**config.mk**
```make
export PLATFORM = sky130hd
export DESIGN_NAME = ready_queue_with_remove_unit
export DESIGN_NICKNAME = d
export VERILOG_FILES = /design/src/design/rqr_pkg.sv /design/src/design/rqr_cell.sv /design/src/design/ready_queue_with_remove_unit.sv
export SDC_FILE = /design/constraint.sdc
export NUM_CORES = 1
export LEC_CHECK = 0
export CAP_MARGIN = 20
export CORE_MARGIN = 2
export CORE_UTILIZATION = 43
export DETAILED_ROUTE_END_ITERATION = 16
export DONT_BUFFER_PORTS = 1
export GPL_ROUTABILITY_DRIVEN = 0
export PLACE_DENSITY_LB_ADDON = 0.05
export SKIP_CTS_REPAIR_TIMING = 1
export SYNTH_ARGS = -nofsm -noshare
export SYNTH_HDL_FRONTEND = slang
export SYNTH_SLANG_ARGS = --single-unit
```
**constraint.sdc**
```tcl
create_clock -name clk_i -period 4.45 [get_ports clk_i]
set_clock_uncertainty 0.1 [all_clocks]
set_input_delay 0.89 -clock clk_i [delete_from_list [all_inputs] [get_ports clk_i]]
set_output_delay 0.89 -clock clk_i [all_outputs]
set_load 0.03 [all_outputs]
```
**src/design/rqr_pkg.sv**
```systemverilog
// ----------------------------------------------------------------------------
// rqr_pkg: shared types and constants of the ready queue with remove
// Queue sizes, action and status codes, and the control word that is
// broadcast to every queue cell.
// ----------------------------------------------------------------------------
package rqr_pkg;

  localparam int unsigned QUEUE_DEPTH = 16;
  localparam int unsigned ID_WIDTH    = 8;
  localparam int unsigned IDX_W       = $clog2(QUEUE_DEPTH);
  localparam int unsigned CNT_W       = $clog2(QUEUE_DEPTH + 1);

  typedef enum logic [1:0] {
    ACT_ADD   = 2'd0,
    ACT_YIELD = 2'd1,
    ACT_TERM  = 2'd2
  } action_e;

  typedef enum logic [1:0] {
    STATUS_OK    = 2'd0,
    STATUS_FULL  = 2'd1,
    STATUS_EMPTY = 2'd2
  } status_e;

  typedef enum logic {
    ST_IDLE = 1'b0,
    ST_WALK = 1'b1
  } state_e;

  // Broadcast to all cells each cycle
  typedef struct packed {
    logic                shift;  // take the right-hand neighbor's entry
    logic                load;   // the cell at pos takes data
    logic [IDX_W-1:0]    pos;
    logic [ID_WIDTH-1:0] data;
  } cell_ctl_t;

endpackage

```
**src/design/rqr_cell.sv**
```systemverilog
// ----------------------------------------------------------------------------
// rqr_cell: one queue slot
// Holds one thread id. Loads the broadcast id when addressed, otherwise
// takes its right-hand neighbor's entry on a shift, otherwise holds.
// ----------------------------------------------------------------------------
module rqr_cell (
  input  logic                          clk_i,
  input  logic [rqr_pkg::IDX_W-1:0]     idx_i,
  input  rqr_pkg::cell_ctl_t            ctl_i,
  input  logic [rqr_pkg::ID_WIDTH-1:0]  nbr_i,
  output logic [rqr_pkg::ID_WIDTH-1:0]  data_o
);

  logic [rqr_pkg::ID_WIDTH-1:0] data_d, data_q;

  always_comb begin
    priority if (ctl_i.load && (ctl_i.pos == idx_i)) begin
      data_d = ctl_i.data;
    end else if (ctl_i.shift) begin
      data_d = nbr_i;
    end else begin
      data_d = data_q;
    end
  end

  always_ff @(posedge clk_i) begin
    data_q <= data_d;
  end

  assign data_o = data_q;

endmodule

```
**src/design/ready_queue_with_remove_unit.sv**
```systemverilog
// ----------------------------------------------------------------------------
// ready_queue_with_remove_unit: FIFO ready queue of thread ids with delete
// A row of queue cells, cell 0 at the head, driven by a small sequencer.
// ----------------------------------------------------------------------------
// Usage:
//   Input channel (in_valid_i / in_ready_o) carries action_i and
//   thread_id_i: add at tail, yield (pop head), terminate (remove every
//   entry equal to the id). Output channel (out_valid_o / out_ready_i)
//   returns one result per item: status, dispatched id, removed count and
//   the occupancy after the item.
//   Add, yield and the unused action finish in the transfer cycle; the
//   result is registered and valid in the next cycle. Terminate walks the
//   queued entries through the cell row, one entry per cycle; on an empty
//   queue it finishes in the transfer cycle like the other actions.
//   Entries that survive are rotated back to the tail, so their order
//   holds once the walk ends.
//   One item is in work at a time; a new item is taken while the previous
//   result is being transferred out in the same cycle.
//   Reset empties the queue (count to zero, no cell contents cleared) and
//   drops any pending result. When the receiver stalls, the result is
//   held in the output register and no new item is taken.
// ----------------------------------------------------------------------------
module ready_queue_with_remove_unit (
  input  logic                          clk_i,
  input  logic                          rst_ni,
  input  logic                          in_valid_i,
  output logic                          in_ready_o,
  input  logic [1:0]                    action_i,
  input  logic [rqr_pkg::ID_WIDTH-1:0]  thread_id_i,
  output logic                          out_valid_o,
  input  logic                          out_ready_i,
  output logic [1:0]                    status_o,
  output logic [rqr_pkg::ID_WIDTH-1:0]  dispatched_id_o,
  output logic                          dispatch_valid_o,
  output logic [4:0]                    removed_count_o,
  output logic [4:0]                    occupancy_o
);

  localparam int unsigned IDX_W = rqr_pkg::IDX_W;
  localparam int unsigned CNT_W = rqr_pkg::CNT_W;
  localparam int unsigned IDW   = rqr_pkg::ID_WIDTH;
  localparam int unsigned DEPTH = rqr_pkg::QUEUE_DEPTH;

  rqr_pkg::state_e    state_d, state_q;
  logic [CNT_W-1:0]   count_d, count_q;
  logic [CNT_W-1:0]   rem_d, rem_q;
  logic [CNT_W-1:0]   kept_d, kept_q;
  logic [IDW-1:0]     id_d, id_q;
  logic [CNT_W-1:0]   pos_sum;
  logic               keep;

  rqr_pkg::cell_ctl_t ctl;
  logic [IDW-1:0]     cell_data [DEPTH];

  logic               in_fire;
  logic               res_ld;
  rqr_pkg::status_e   res_status;
  logic [IDW-1:0]     res_disp_id;
  logic               res_disp_vld;
  logic [CNT_W-1:0]   res_removed;

  logic               out_valid_q;
  rqr_pkg::status_e   status_q;
  logic [IDW-1:0]     disp_id_q;
  logic               disp_vld_q;
  logic [CNT_W-1:0]   removed_q;
  logic [CNT_W-1:0]   occ_q;

  // Cell row
  for (genvar g = 0; g < DEPTH; g++) begin : g_cell
    logic [IDW-1:0] nbr;
    if (g == DEPTH - 1) begin : g_last
      assign nbr = cell_data[g];
    end else begin : g_mid
      assign nbr = cell_data[g+1];
    end
    rqr_cell u_cell (
      .clk_i  (clk_i),
      .idx_i  (IDX_W'(g)),
      .ctl_i  (ctl),
      .nbr_i  (nbr),
      .data_o (cell_data[g])
    );
  end

  assign in_ready_o = (state_q == rqr_pkg::ST_IDLE) && (!out_valid_q || out_ready_i);
  assign in_fire    = in_valid_i && in_ready_o;

  // During a walk, unexamined entries sit in [0, rem) and kept ones in
  // [rem, rem+kept); after the shift the kept head goes to rem-1+kept.
  assign keep    = (cell_data[0] != id_q);
  assign pos_sum = rem_q + kept_q - CNT_W'(1);

  always_comb begin
    state_d      = state_q;
    count_d      = count_q;
    rem_d        = rem_q;
    kept_d       = kept_q;
    id_d         = id_q;
    ctl.shift    = 1'b0;
    ctl.load     = 1'b0;
    ctl.pos      = '0;
    ctl.data     = thread_id_i;
    res_ld       = 1'b0;
    res_status   = rqr_pkg::STATUS_OK;
    res_disp_id  = '0;
    res_disp_vld = 1'b0;
    res_removed  = '0;

    unique case (state_q)
      rqr_pkg::ST_IDLE: begin
        if (in_fire) begin
          unique case (action_i)
            rqr_pkg::ACT_ADD: begin
              res_ld = 1'b1;
              if (count_q == CNT_W'(DEPTH)) begin
                res_status = rqr_pkg::STATUS_FULL;
              end else begin
                ctl.load = 1'b1;
                ctl.pos  = count_q[IDX_W-1:0];
                count_d  = count_q + CNT_W'(1);
              end
            end
            rqr_pkg::ACT_YIELD: begin
              res_ld = 1'b1;
              if (count_q == '0) begin
                res_status = rqr_pkg::STATUS_EMPTY;
              end else begin
                res_disp_id  = cell_data[0];
                res_disp_vld = 1'b1;
                ctl.shift    = 1'b1;
                count_d      = count_q - CNT_W'(1);
              end
            end
            rqr_pkg::ACT_TERM: begin
              if (count_q == '0) begin
                res_ld = 1'b1;
              end else begin
                state_d = rqr_pkg::ST_WALK;
                rem_d   = count_q;
                kept_d  = '0;
                id_d    = thread_id_i;
              end
            end
            default: begin
              res_ld = 1'b1;
            end
          endcase
        end
      end
      rqr_pkg::ST_WALK: begin
        ctl.shift = 1'b1;
        ctl.load  = keep;
        ctl.pos   = pos_sum[IDX_W-1:0];
        ctl.data  = cell_data[0];
        rem_d     = rem_q - CNT_W'(1);
        if (keep) begin
          kept_d = kept_q + CNT_W'(1);
        end
        if (rem_q == CNT_W'(1)) begin
          state_d     = rqr_pkg::ST_IDLE;
          count_d     = kept_d;
          res_ld      = 1'b1;
          res_removed = count_q - kept_d;
        end
      end
      default: begin
        state_d = rqr_pkg::ST_IDLE;
      end
    endcase
  end

  always_ff @(posedge clk_i or negedge rst_ni) begin
    if (!rst_ni) begin
      state_q     <= rqr_pkg::ST_IDLE;
      count_q     <= '0;
      out_valid_q <= 1'b0;
    end else begin
      state_q <= state_d;
      count_q <= count_d;
      if (res_ld) begin
        out_valid_q <= 1'b1;
      end else if (out_ready_i) begin
        out_valid_q <= 1'b0;
      end
    end
  end

  always_ff @(posedge clk_i) begin
    rem_q  <= rem_d;
    kept_q <= kept_d;
    id_q   <= id_d;
    if (res_ld) begin
      status_q   <= res_status;
      disp_id_q  <= res_disp_id;
      disp_vld_q <= res_disp_vld;
      removed_q  <= res_removed;
      occ_q      <= count_d;
    end
  end

  assign out_valid_o      = out_valid_q;
  assign status_o         = status_q;
  assign dispatched_id_o  = disp_id_q;
  assign dispatch_valid_o = disp_vld_q;
  assign removed_count_o  = 5'(removed_q);
  assign occupancy_o      = 5'(occ_q);

endmodule

```
Word-level counts from Yosys, hierarchy flattened
Cells that the tools add are included.
{"block": "totals", "input_bits": 14, "mem_bits_rw": 0, "mem_bits_ro": 0, "latch_bits": 0, "regBits": 174, "wordCells": 172, "memories": 0, "output_inout_bits": 23}
{"block": "classes", "add_sub_neg": 7, "order_cmp": 0, "multipliers": 0, "reduce_logical": 44, "n_bitwise": 4, "mux": 67, "eq_ne": 23, "div": 0, "shift": 0}
{"op": "2-to-1 mux 8 bit", "n": 31}
{"op": "2-to-1 mux 5 bit", "n": 14}
{"op": "one-hot mux 5 bit (2 select lines)", "n": 4}
{"op": "== test 4 bit (second input constant)", "n": 8}
{"op": "nonzero test 2 bit", "n": 16}
{"op": "logical AND 1 bit", "n": 18}
{"op": "== test 4 x 3 -> 1 bit (second input constant)", "n": 4}
{"op": "2-to-1 mux 1 bit", "n": 12}
{"op": "one-hot mux 6 bit (2 select lines)", "n": 1}
{"op": "adder 5 x 1 -> 5 bit (second input constant)", "n": 2}
{"op": "subtractor 5 x 1 -> 5 bit (second input constant)", "n": 2}
{"op": "== test 4 x 2 -> 1 bit (second input constant)", "n": 2}
{"op": "!= test 8 bit", "n": 1}
{"op": "2-to-1 mux 6 bit", "n": 1}
{"op": "== test 5 x 1 -> 1 bit (second input constant)", "n": 1}
{"op": "== test 5 bit (second input constant)", "n": 1}
{"op": "zero test 5 bit", "n": 1}
{"op": "subtractor 5 bit", "n": 1}
{"op": "adder 4 bit", "n": 1}
{"op": "== test 4 x 1 -> 1 bit (second input constant)", "n": 1}
{"op": "zero test 4 bit", "n": 1}
{"op": "!= test 2 bit (second input constant)", "n": 2}
{"op": "NOT 1 bit", "n": 4}
{"op": "one-hot mux 1 bit (2 select lines)", "n": 2}
{"op": "14 further kinds", "n": 14}

Logic depth before layout (Yosys ltp)
Gate-level depths: netlist of the first run.
{"block": "depth", "ltp_word": 9, "mapped_depth": 13, "ltp_nobuf": 13}

Modules after synthesis
Synthesis of the first run repeated with hierarchy kept, for this count alone.
{"block": "hier_totals", "hier_cells": 616, "hier_area_um2": 9053.7}
{"module": "rqr_cell", "area_per_inst_um2": 396.6, "n_inst": 16, "seq_area_each_um2": 240.2, "cells_per_inst": 23}
{"module": "ready_queue_with_remove_unit", "area_per_inst_um2": 2707.6, "n_inst": 1, "seq_area_each_um2": 1346.3, "cells_per_inst": 248}

Least setup slack after synthesis of the first run
OpenSTA, ideal clock, no wires.
{"block": "synth_timing", "path_type": "input -> register", "start": "input port out_ready_i", "end": "register disp_vld_q, in the netlist dispatch_valid_o, enable pin", "path_buffers": 0, "t_arrival_ps": 2812, "required_ps": 3920, "setup_slack_ps": 1108, "stages": 3, "setup_time_ps": 430, "path_cell_list": "nand2b_1 nand3_1 o21ai_0"}
{"block": "synth_via", "elab_chain_cells": 5}
{"element": "start, declared", "line": "ready_queue_with_remove_unit.sv:31", "rtl": "input logic out_ready_i,"}
{"element": "logical OR 1 bit", "line": "ready_queue_with_remove_unit.sv:86", "rtl": "assign in_ready_o = (state_q == rqr_pkg::ST_IDLE) && (!out_valid_q || out_ready_i);"}
{"element": "logical AND 1 bit", "line": "ready_queue_with_remove_unit.sv:86"}
{"element": "logical AND 1 bit", "line": "ready_queue_with_remove_unit.sv:87", "rtl": "assign in_fire = in_valid_i && in_ready_o;"}
{"element": "2-to-1 mux 1 bit", "line": "ready_queue_with_remove_unit.sv:112", "rtl": "if (in_fire) begin"}
{"element": "one-hot mux 1 bit (2 select lines)", "line": "ready_queue_with_remove_unit.sv:110", "rtl": "unique case (state_q)"}
{"element": "net res_ld", "line": "ready_queue_with_remove_unit.sv:56", "rtl": "logic res_ld;"}
{"element": "end signal, assigned", "line": "ready_queue_with_remove_unit.sv:196", "rtl": "disp_vld_q <= res_disp_vld;"}
{"element": "end, declared", "line": "ready_queue_with_remove_unit.sv:65", "rtl": "logic disp_vld_q;"}
The timed path passes the listed nets, and every way through them passes these cells.
A chain may end at the register's enable or synchronous reset.

Worst setup path in the final report of the first run
{"block": "layout_timing", "start": "register rem_q[1]", "end": "register g_cell[9].u_cell.data_q, in the netlist g_cell[9].u_cell.data_o[7] (data pin)"}
{"block": "layout_via", "elab_chain_cells": 6}
{"element": "start, declared", "line": "ready_queue_with_remove_unit.sv:46", "rtl": "logic [CNT_W-1:0] rem_d, rem_q;"}
{"element": "start signal, assigned", "line": "ready_queue_with_remove_unit.sv:190", "rtl": "rem_q <= rem_d;"}
{"element": "adder 4 bit", "line": "ready_queue_with_remove_unit.sv:92", "rtl": "assign pos_sum = rem_q + kept_q - CNT_W'(1);"}
{"element": "subtractor 4 x 1 -> 4 bit", "line": "ready_queue_with_remove_unit.sv:92"}
{"element": "one-hot mux 6 bit (2 select lines)", "line": "ready_queue_with_remove_unit.sv:110"}
{"element": "== test 4 bit", "line": "rqr_cell.sv:17", "rtl": "priority if (ctl_i.load && (ctl_i.pos == idx_i)) begin"}
{"element": "logical AND 1 bit", "line": "rqr_cell.sv:17"}
{"element": "2-to-1 mux 8 bit", "line": "rqr_cell.sv:17"}
{"element": "net g_cell[9].u_cell.data_d, one bit", "line": "rqr_cell.sv:14", "rtl": "logic [rqr_pkg::ID_WIDTH-1:0] data_d, data_q;"}
{"element": "end signal, assigned", "line": "rqr_cell.sv:27", "rtl": "data_q <= data_d;"}
{"element": "end, declared", "line": "rqr_cell.sv:14"}
The timed path passes the listed nets, and every way through them passes these cells.

==> results of run 1 <==
## final timing paths
path	startpoint	endpoint	cells past startpoint
worst max-delay path	rem_q[1]$_DFFE_PP_	g_cell[9].u_cell.data_o[7]$_DFFE_PP_	12
max in group asynchronous	rst_ni	out_valid_o$_DFFE_PN0P_	0
worst min register to register	g_cell[2].u_cell.data_o[7]$_DFFE_PP_	g_cell[1].u_cell.data_o[7]$_DFFE_PP_	1
min in group clk_i	g_cell[2].u_cell.data_o[7]$_DFFE_PP_	g_cell[1].u_cell.data_o[7]$_DFFE_PP_	1
worst max register to register	rem_q[1]$_DFFE_PP_	g_cell[9].u_cell.data_o[7]$_DFFE_PP_	12
worst min-delay path	rst_ni	count_q[3]$_DFF_PN0_	0
## layout by cell type (no fill, tap or decap), drive strengths merged, types with 3 or more instances in the layout
master  count
edfxtp    167
mux2      128
o21ai      27
nor2       26
inv        22
buf        21
nor3       20
clkbuf     18
ha         13
a21oi      13
xor2       11
xnor2      11
nand3      11
nand2      10
and2        9
dfrtp       7
clkinv      6
mux2i       5
nand2b      4
or2         3
nand3b      3
maj3        3
or3         3
a21o        3
## logic make-up (layout without fill, tap and decap cells)
group / after synthesis / count (layout) / share of synthesized area
buffers and inverters: 42 / 70 / 0.03158
multiplexers: 133 / 133 / 0.1796
XOR/XNOR: 23 / 23 / 0.02503
AO/OA/AOI/OAI: 57 / 57 / 0.04250
AND/OR/NAND/NOR: 105 / 105 / 0.09052
flip-flops: 174 / 174 / 0.6037
adder cells (fa/ha/maj): 18 / 18 / 0.02707
## cells in the mapped netlist (2+ instances only)
library cell	instances
nand3_1	11
o21ai_0	26
mux2_1	7
xor2_1	11
and3_1	2
buf_6	11
nor3b_1	2
a21oi_1	12
mux2_4	14
and2_1	8
nor2_1	25
mux2_2	107
ha_1	13
nor3_4	13
buf_2	3
inv_1	16
clkbuf_1	6
nor2b_1	2
buf_4	3
dfrtp_1	7
edfxtp_1	167
a21o_1	2
nor4_2	2
nand2b_1	4
or3_1	2
or2_2	3
nor3_1	6
xnor2_1	11
maj3_1	3
fa_1	2
nand3b_1	3
mux2i_1	5
nand2_1	9
## power by group
group          switching [mW]  leakage (nW)  total, mW  internal [mW]
clock network           0.637         0.265       1.41          0.769
logic                    1.93          1.31       3.35           1.42
registers               0.417          1.71       3.35           2.93
## state kept, by name, indices dropped and copies added (netlist names), 5 cells and up
signal	flops
g_cell.u_cell.data_o	128
rem_q	5
kept_q	5
count_q	5
removed_count_o	5
dispatched_id_o	8
occupancy_o	5
id_q	8
## worst max-delay path, cell delays in order (launching register included)
cell and delay, ns:
edfxtp_1 0.38, inv_1 0.12, ha_1 0.24, inv_1 0.06
ha_1 0.13, inv_1 0.04, fa_1 0.37, xor2_1 0.16
xnor2_1 0.19, a22oi_1 0.12, nand2b_1 0.42, nor3_4 0.49
mux2_2 0.39
## layer usage
layer,GRT usage,vias up
li1,-,2138
met1,0.2156,2234
met4,0.04314,0
met5,0,-
met2,0.2782,107
met3,0.04107,10
## final cells by class
class,count,area (um^2),share of cell area
clock buffer,17,425.4,0.04512
clock inverter,14,117.6,0.01248
inverter,17,63.81,0.006768
multi-input combinational,336,3139,0.3330
sequential,174,5190,0.5505
tap,265,331.6,0.03517
timing repair buffer,22,160.2,0.01699
## per-stage QoR
| step | util | area (um^2) | power (mW) | hold slack (ns) |
|---|---|---|---|---|
| finish | 0.4828 | 9428 | 8.102 | 0.05449 |
| global route | 0.4828 | 9428 | 8.622 | 0.02706 |
| CTS | 0.4819 | 9410 | 8.197 | 0.03182 |
| detailed placement | 0.4541 | 8867 | 6.760 | 0.4206 |
| global placement | 0.4541 | 8867 | 6.713 | 0.4140 |
| floorplan | - | 8597 | 5.971 | 0.4013 |
==> key figures, run 1 <==
Placement
  – Pre-CTS setup slack: 0.7750 ns
  – Hpwl dp: 11730 um
  – Port bufs: 0
  – Placed cell count: 811

Global route
  – Initial antenna violation count: 0
  – GRT Util Overall: 0.1654
  – Pin count of the biggest net entering global routing: 31
  – First-pass GRT wire length: 26650 um
  – GRT overflow: 0
  – Number of global-route vias before repair: 4539

Drt
  – WL/cell: 20.01 um
  – Final wirelength: 16910 um
  – Pre-Repair DR Iteration Count: 4
  – WL met3: 891 um
  – WL met1: 7370 um
  – Routed Antenna Nets: 0
  – Max layer used: met4
  – Met2 WL: 8493 um
  – Routed via count: 4489
  – DRC viols: 0
  – Iteration-0 DRC Markers: 234
  – Routed vias/inst: 5.312

CTS
  – CTS Buf Count: 17
  – Total clock sinks: 174
  – Clock Tree Buf Depth: 2
  – H-tree levels: 4
  – Worst-path clk slew: 0.07 ns
  – Clk Latency, worst-skew pair: 0.42 ns
  – Clock root buffer: clkbuf_16
  – CTS tree: built

STA
  – Highest clock rate: 288.6 MHz
  – Min setup slack post-route: 0.9847 ns
  – Finish-stage setup viols: 0
  – Final worst-path cycle share: 0.7787
  – Final hold vios: 0
  – Slew Limit Fails: 0
  – Least-Margin Pin Slew: 1.030 ns
  – Min Tclk post-route: 3.465 ns
  – Setup TNS: 0 ns
  – Slew headroom: 0.3086
  – RSZ-0062 raised after global routing: no

Yosys
  – Sequential fraction of the synthesis area: 0.6037
  – Mapped Area: 8597 um^2
  – Synthesized flop and latch total: 174
  – EDFF count, synth: 167
  – Syn nets: 581
  – Mean Syn Cell Area: 15.57 um^2
  – Area contributors post-synth: edfxtp_1, mux2_2, nor3_4
  – Top cell type by total area after synthesis: edfxtp_1
  – Top cell type's share of synthesized area: 0.5833
  – Syn Inst Count: 552
  – Async set or reset register ratio after synthesis: 0.04023
  – Prevailing post-synth register cell: edfxtp_1
  – Ys Warns: 0
  – Distinct cell type count after synthesis: 67

Floorplan
  – Rows: 51
  – Die width: 145.4 um
  – Core area: 19530 um^2
  – Die ar.: 21140 um^2
  – Die height: 145.4 um
  – Initial core utilization: 0.4403
  – I/O Pins: 37

Power and ir drop
  – VDD IR max: 0.0003632 V
  – PwrDens: 859.4 nW/um^2
  – Leakage power: 3.277 nW

Cells and area
  – NumNets Final: 597
  – Post-Layout Cell Count: 845
  – Fraction of layout cells with a size suffix above 1: 0.3517
  – N_diodes: 0
  – Layout area overhead: 9.664%
  – Fillcell total: 1732

Setup path
  – R2r setup slk: 0.98 ns
  – Endpoint class of the critical path: register
  – Worst Setup Start Kind: register
  – CP Class: register to register
  – Crit-path max FO: 8
  – CP arrival: 3.54 ns
  – Required @ worst endpoint: 4.52 ns

Status
  – Status: finished, final reports clean

Min path
  – Worst Hold Class: input port to asynchronous set/reset pin

Flow run
  – Max-Cap Viols: 0
Note: power is estimated with default switching activity, not from simulation.
==> inputs of run 2 (changes only) <==
--- a/config.mk
+++ b/config.mk
@@ -5,6 +5,7 @@
 export SDC_FILE = /design/constraint.sdc
 export NUM_CORES = 1
 export LEC_CHECK = 0
+export ABC_AREA = 1
 export CAP_MARGIN = 20
 export CORE_MARGIN = 2
 export CORE_UTILIZATION = 43
==> constraint.sdc (replaced) <==
create_clock -name clk_i -period 3 [get_ports clk_i]
set_clock_uncertainty 0.1 [all_clocks]
set_input_delay 0.6 -clock clk_i [delete_from_list [all_inputs] [get_ports clk_i]]
set_output_delay 0.6 -clock clk_i [all_outputs]
set_load 0.03 [all_outputs]
==> run 2 against run 1 <==
Against the previous run:
- worst hold slack better by 0.11 ns
- first-iteration DRC count up 73%
- power up 53%
- sequential cell count unchanged
- die area down 3.6%
- wire length up 8.3%
- via count up 25%
- critical path type unchanged
==> key figures, run 2 <==
STA
  – Final Hold Slack: 0.1642 ns (+0.1097 ns)
  – Least-Margin Pin Slew: 0.7349 ns (-0.2952 ns)
  – Final worst-path cycle share: 0.9577 (+0.1790)
  – Setup TNS: 0 ns (unchanged)
  – Slew Limit Fails: 0 (unchanged)
  – Min Tclk post-route: 2.873 ns (-0.5921 ns)
  – Finish-stage setup viols: 0 (unchanged)
  – Highest clock rate: 348.1 MHz (+21%)
  – Final hold vios: 0 (unchanged)
  – Slew headroom: 0.5083 (+0.1996)
  – RSZ-0062 raised after global routing: yes

Power and ir drop
  – Clk pwr share: 0.179 (+0.005)
  – Net switching power: 5.104 mW (+71%)
  – Sequential Power Share: 0.402 (-0.011)
  – Total Power: 12.43 mW (+53%)
  – VDD IR max: 0.0006520 V (+80%)
  – P_int: 7.324 mW (+43%)
  – Logic pwr share: 0.418 (+0.005)
  – Switching share of power: 0.4107 (+0.04197)
  – Leakage power: 3.946 nW (+20%)
  – PwrDens: 1303 nW/um^2 (+52%)

CTS
  – CTS Buf Count: 17 (unchanged)
  – Clock root buffer: clkbuf_16
  – Total clock sinks: 174 (unchanged)
  – CTS tree: built
  – H-tree levels: 4 (unchanged)
  – Clock Tree Buf Depth: 2 (unchanged)
  – Worst-path clk slew: 0.07 ns (about the same)
  – Clk Latency, worst-skew pair: 0.43 ns (about the same)

Setup path
  – Crit-path max FO: 8 (unchanged)
  – Endpoint class of the critical path: register
  – CP arrival: 2.93 ns (-0.61 ns)
  – Reg2reg end: g_cell[11].u_cell.data_o[1]$_DFFE_PP_
  – R2r setup slk: 0.13 ns (-0.86 ns)
  – Worst Setup Start Kind: register
  – CP Class: register to register
  – Required @ worst endpoint: 3.06 ns (-1.46 ns)
  – Reg-to-reg startpoint: kept_q[1]$_SDFFCE_PN0P_
  – R2R depth: 16 (+4)

Min path
  – Hold endpoint: id_q[1]$_DFFE_PP_
  – Hold path depth: 0
  – Worst Hold Class: input port to register
  – Min-Delay Startpoint: thread_id_i[1]

Yosys
  – Mapped Area: 8282 um^2 (-3.7%)
  – Post-synth top cells: nand2_1, edfxtp_1, o21ai_1, inv_1, nor2_1
  – Synthesized flop and latch total: 174 (unchanged)
  – Prevailing post-synth register cell: edfxtp_1
  – Async set or reset register ratio after synthesis: 0.04023 (unchanged)
  – Syn nets: 799 (+38%)
  – Ys Warns: 0 (unchanged)
  – Area contributors post-synth: edfxtp_1, nand2_1, o21ai_1
  – EDFF count, synth: 167 (unchanged)
  – Top cell type's share of synthesized area: 0.6055 (+0.02221)
  – Sequential fraction of the synthesis area: 0.6267 (+0.02298)
  – Distinct cell type count after synthesis: 37 (-45%)
  – Mean Syn Cell Area: 10.76 um^2 (-31%)
  – Syn Inst Count: 770 (+39%)
  – Count leader, synth: nand2_1
  – Top cell type by total area after synthesis: edfxtp_1

Global route
  – GRT overflow: 0 (unchanged)
  – GR Util met1: 0.2599 (+0.04433)
  – Busiest grt layer: met2
  – GRT Util Overall: 0.1908 (+0.02537)
  – Met2 usage: 0.3064 (+0.02823)
  – Initial antenna violation count: 0 (unchanged)
  – Met3 Use GR: 0.03924 (-0.001830)
  – First-pass GRT wire length: 29380 um (+10%)
  – Pin count of the biggest net entering global routing: 22 (-29%)
  – Number of global-route vias before repair: 5416 (+19%)

Floorplan
  – Initial core utilization: 0.4398 (-0.0004787)
  – Core area: 18830 um^2 (-3.6%)
  – I/O Pins: 37 (unchanged)
  – Die width: 142.8 um (-1.8%)
  – Rows: 50 (-2.0%)
  – Die ar.: 20390 um^2 (-3.6%)
  – Die height: 142.8 um (-1.8%)

Cells and area
  – Commonest non-fill, non-tap cell in the layout: nand2_1
  – Layout area overhead: 15.18%
  – Design area: 9539 um^2 (+1.2%)
  – NumNets Final: 841 (+41%)
  – Commonest non-fill, non-tap cells in the layout: nand2_1, edfxtp_1, o21ai_1
  – Fillcell total: 1694 (-2.2%)
  – Fraction of layout cells with a size suffix above 1: 0.2000 (-0.1517)
  – N_diodes: 0 (unchanged)
  – Max FFs per register: 128 (unchanged)
  – Fin util: 0.5066 (+0.02375)

Drt
  – DRC viols: 0 (unchanged)
  – Final wirelength: 18320 um (+8.3%)
  – Iteration-0 DRC Markers: 405 (+73%)
  – WL/cell: 16.88 um (-16%)
  – Pre-Repair DR Iteration Count: 7 (+3)
  – Routed via count: 5592 (+25%)
  – Routed vias/inst: 5.154 (-3.0%)
  – Routed Antenna Nets: 0 (unchanged)

Status
  – Status: finished, final reports clean

Flow run
  – Max-Cap Viols: 0 (unchanged)

Placement
  – Dpl cell area: 8817 um^2 (-0.56%)
  – Hpwl dp: 12920 um (+10%)
  – Port bufs: 0 (unchanged)
## run 2: changes by cell type after synthesis, moves of 24 or more
cell     change
inv_1       +41
nor2_1      +29
o21ai_0     +24
nand2_1    +206
mux2_2     -107
o21ai_1     +62
o21ai_2     +28
## run 2: cell families (layout without fill, tap and decap cells)
| group | count (synthesis) | in the layout | synth area share |
|---|---|---|---|
| adder cells (fa/ha/maj) | 15 | 15 | 0.02448 |
| buffers and inverters | 92 | 147 | 0.05922 |
| flip-flops | 174 | 174 | 0.6267 |
| AO/OA/AOI/OAI | 161 | 161 | 0.1145 |
| XOR/XNOR | 14 | 14 | 0.01481 |
| AND/OR/NAND/NOR | 314 | 314 | 0.1603 |
## run 2: power by group through the flow
stage	sequential, mW	clock, mW	combinational (mW)
floorplan	4.91	0	3.45
global placement	5.05	0	4.91
detailed placement	5.05	0	4.96
CTS	5.02	2.27	5.01
global route	5.12	2.37	5.86
finish	5.00	2.23	5.20
## run 2: worst max-delay path: stages (launching register included)
cell	delay, ns
edfxtp_1	0.41
inv_2	0.07
ha_1	0.22
inv_1	0.06
ha_1	0.13
inv_1	0.05
fa_2	0.35
xor2_2	0.16
a21oi_1	0.11
o21ai_0	0.08
nand2_1	0.15
nand2_1	0.14
nor2_1	0.19
nand2_4	0.08
buf_4	0.17
nand2_1	0.06
o21ai_1	0.08
## run 2: per-layer routing
metal | vias to the layer above | share of wire
met3 | 19 | 0.047
met5 | - | 0
met1 | 2695 | 0.47
li1 | 2731 | -
met2 | 147 | 0.47
met4 | 0 | 0.013
## run 2: worst max-delay path by stage
stage	to	cells after the start	slack, ns	startpoint
after floorplan	g_cell[15].u_cell.data_o[0]$_DFFE_PP_	12	0.03	kept_q[1]$_SDFFCE_PN0P_
after global placement	g_cell[6].u_cell.data_o[0]$_DFFE_PP_	15	0.04	kept_q[1]$_SDFFCE_PN0P_
after detailed placement	g_cell[7].u_cell.data_o[7]$_DFFE_PP_	15	0.04	kept_q[1]$_SDFFCE_PN0P_
after CTS	g_cell[7].u_cell.data_o[7]$_DFFE_PP_	15	0.03	kept_q[1]$_SDFFCE_PN0P_
after global routing	g_cell[13].u_cell.data_o[3]$_DFFE_PP_	16	-0.05	kept_q[1]$_SDFFCE_PN0P_
final	g_cell[11].u_cell.data_o[1]$_DFFE_PP_	16	0.13	kept_q[1]$_SDFFCE_PN0P_
## run 2: metrics by stage
step                setup WS (ns)  cells
detailed placement        0.03731   1049
global placement          0.03845   1049
CTS                       0.02661   1081
finish                     0.1268   1085
floorplan                 0.03208    770
global route             -0.04778   1085
## run 2: layout make-up
type                            count  area (um^2)  share of cell area
Inverter                           60        230.2             0.02413
Tap cell                          260        325.3             0.03410
Clock buffer                       17        425.4             0.04460
Sequential cell                   174         5190              0.5441
Clock inverter                     15        172.7             0.01810
Multi-Input combinational cell    504         2675              0.2804
Timing Repair Buffer               55        520.5             0.05456
==> inputs of run 3 (changes only) <==
--- a/config.mk
+++ b/config.mk
@@ -5,7 +5,6 @@
 export SDC_FILE = /design/constraint.sdc
 export NUM_CORES = 1
 export LEC_CHECK = 0
-export ABC_AREA = 1
 export CAP_MARGIN = 20
 export CORE_MARGIN = 2
 export CORE_UTILIZATION = 43
==> run 3 against run 2 <==
Against the previous run:
- utilization is 4.8 points higher
- largest cell class unchanged
- the flow now finishes with violations (negative setup slack)
- critical endpoint is now g_cell[5].u_cell.data_o[7]$_DFFE_PP_
- highest routed layer unchanged
- wire length decreased by 6.2%
- worst hold slack worse by 0.0033 ns
==> key figures, run 3 (synthesized netlist as in run 1, its figures left out) <==
Drt
  – Routed Antenna Nets: 0 (unchanged)
  – WL/cell: 18.88 um (+12%)
  – Pre-Repair DR Iteration Count: 4 (-3)
  – Routed via count: 4708 (-16%)
  – Iteration-0 DRC Markers: 294 (-27%)
  – DRC viols: 0 (unchanged)
  – Final wirelength: 17180 um (-6.2%)
  – Routed vias/inst: 5.174 (+0.38%)

Cells and area
  – Layout area overhead: 26.07%
  – Commonest non-fill, non-tap cell in the layout: edfxtp_1
  – Fraction of layout cells with a size suffix above 1: 0.4837 (+0.2837)
  – NumNets Final: 662 (-21%)
  – N_diodes: 0 (unchanged)
  – Max FFs per register: 128 (unchanged)
  – Design area: 10840 um^2 (+14%)
  – Commonest non-fill, non-tap cells in the layout: edfxtp_1, mux2_4, buf_4

CTS
  – CTS tree: built
  – Clock Tree Buf Depth: 2 (unchanged)
  – H-tree levels: 4 (unchanged)
  – Clk Latency, worst-skew pair: 0.43 ns (about the same)
  – Clock root buffer: clkbuf_16
  – Total clock sinks: 174 (unchanged)
  – Worst-path clk slew: 0.07 ns (about the same)
  – CTS Buf Count: 17 (unchanged)

Floorplan
  – Rows: 51 (+2.0%)
  – I/O Pins: 37 (unchanged)
  – Initial core utilization: 0.4403 (+0.0004787)
  – Die width: 145.4 um (+1.8%)
  – Die height: 145.4 um (+1.8%)
  – Die ar.: 21140 um^2 (+3.7%)
  – Core area: 19530 um^2 (+3.7%)

Power and ir drop
  – P_int: 9.465 mW (+29%)
  – PwrDens: 1346 nW/um^2 (+3.3%)
  – Leakage power: 4.086 nW (+3.5%)
  – Clk pwr share: 0.155 (-0.024)
  – VDD IR max: 0.0005319 V (-18%)
  – Net switching power: 5.121 mW (+0.33%)
  – Switching share of power: 0.3511 (-0.05963)
  – Logic pwr share: 0.509 (+0.091)
  – Sequential Power Share: 0.337 (-0.065)

STA
  – Final Hold Slack: 0.1609 ns (-0.003276 ns)
  – Finish-stage setup viols: 45 (+45)
  – RSZ-0062 raised after global routing: yes
  – Least-Margin Pin Slew: 1.049 ns (+0.3136 ns)
  – Min Tclk post-route: 3.068 ns (+0.1947 ns)
  – Highest clock rate: 326.0 MHz (-6.3%)
  – Final worst-path cycle share: 1.023 (+0.06489)
  – Slew headroom: 0.3009 (-0.2074)
  – Final hold vios: 0 (unchanged)
  – Slew Limit Fails: 0 (unchanged)
  – Min setup slack post-route: -0.06783 ns (-0.1947 ns)

Min path
  – Worst Hold Class: input port to register

Global route
  – GRT overflow: 0 (unchanged)
  – Number of global-route vias before repair: 4760 (-12%)
  – First-pass GRT wire length: 26920 um (-8.4%)
  – Initial antenna violation count: 0 (unchanged)
  – Pin count of the biggest net entering global routing: 31 (+41%)
  – GRT Util Overall: 0.1660 (-0.02474)

Placement
  – Hpwl dp: 11750 um (-9.0%)
  – Dpl cell area: 9687 um^2 (+9.9%)
  – Port bufs: 0 (unchanged)

Setup path
  – CP arrival: 3.15 ns (+0.22 ns)
  – Crit-path max FO: 8 (unchanged)
  – CP Class: register to register
  – Endpoint class of the critical path: register
  – Required @ worst endpoint: 3.08 ns (+0.02 ns)
  – Worst Setup Start Kind: register

Flow run
  – Max-Cap Viols: 0 (unchanged)

Status
  – Violated checks: negative setup slack
  – Status: finished with violations
run 3: final timing paths:
path / endpoint / from / cells past startpoint / slack (ns)
worst max-delay path: g_cell[5].u_cell.data_o[7]$_DFFE_PP_ / rem_q[1]$_DFFE_PP_ / 14 / -0.07
worst min-delay path: id_q[1]$_DFFE_PP_ / thread_id_i[1] / 0 / 0.16
worst max register to register: g_cell[5].u_cell.data_o[7]$_DFFE_PP_ / rem_q[1]$_DFFE_PP_ / 14 / -0.07
worst min register to register: g_cell[1].u_cell.data_o[4]$_DFFE_PP_ / g_cell[2].u_cell.data_o[4]$_DFFE_PP_ / 1 / 0.43
max in group asynchronous: count_q[3]$_DFF_PN0_ / rst_ni / 1 / 2.10
min in group asynchronous: count_q[1]$_DFF_PN0_ / rst_ni / 1 / 0.42
run 3: critical path, cell delays in order (launching register included):
cell	delay, ns
edfxtp_1	0.41
inv_2	0.10
ha_4	0.20
inv_4	0.05
ha_4	0.11
inv_2	0.03
fa_2	0.36
xor2_2	0.16
xnor2_2	0.15
a22oi_2	0.19
nand2b_1	0.11
buf_6	0.15
nor3_4	0.21
buf_12	0.16
mux2_4	0.30
run 3: area by class of cell:
type	count	area, um^2
repair buffers	87	909.6
multi-input cells	336	3734
inverters	17	66.31
clock inverters	14	181.4
fillers	1576	8688
flip-flops and latches	174	5190
clock buffers	17	425.4
well taps	265	331.6
run 3: power by group through the flow:
stage / sequential (mW) / clock, mW / combinational (mW)
2_1_floorplan: 4.82 / 0 / 4.29
3_3_place_gp: 4.92 / 0 / 6.17
3_5_place_dp: 4.93 / 0 / 6.27
4_1_cts: 4.89 / 2.31 / 6.31
5_1_grt: 5.01 / 2.42 / 8.00
6_report: 4.91 / 2.25 / 7.42
run 3: layer usage:
| metal | up-vias | share of wire | track usage |
|---|---|---|---|
| met5 | - | 0 | 0 |
| met3 | 16 | 0.037 | 0.03260 |
| met4 | 0 | 0.016 | 0.06618 |
| met2 | 101 | 0.49 | 0.2628 |
| met1 | 2327 | 0.46 | 0.2267 |
| li1 | 2264 | - | - |
run 3: metrics by stage:
stage          setup slack, ns  TNS (ns)  cells  power, mW  utilization
2_1_floorplan          -0.1521    -7.817    552      9.106            -
3_3_place_gp           -0.1488    -11.65    870      11.10       0.4961
3_5_place_dp           -0.1901    -14.09    870      11.20       0.4961
4_1_cts                -0.2222    -17.60    901      13.52       0.5272
5_1_grt                -0.1925    -12.34    910      15.43       0.5550
6_report              -0.06783    -1.019    910      14.59       0.5550
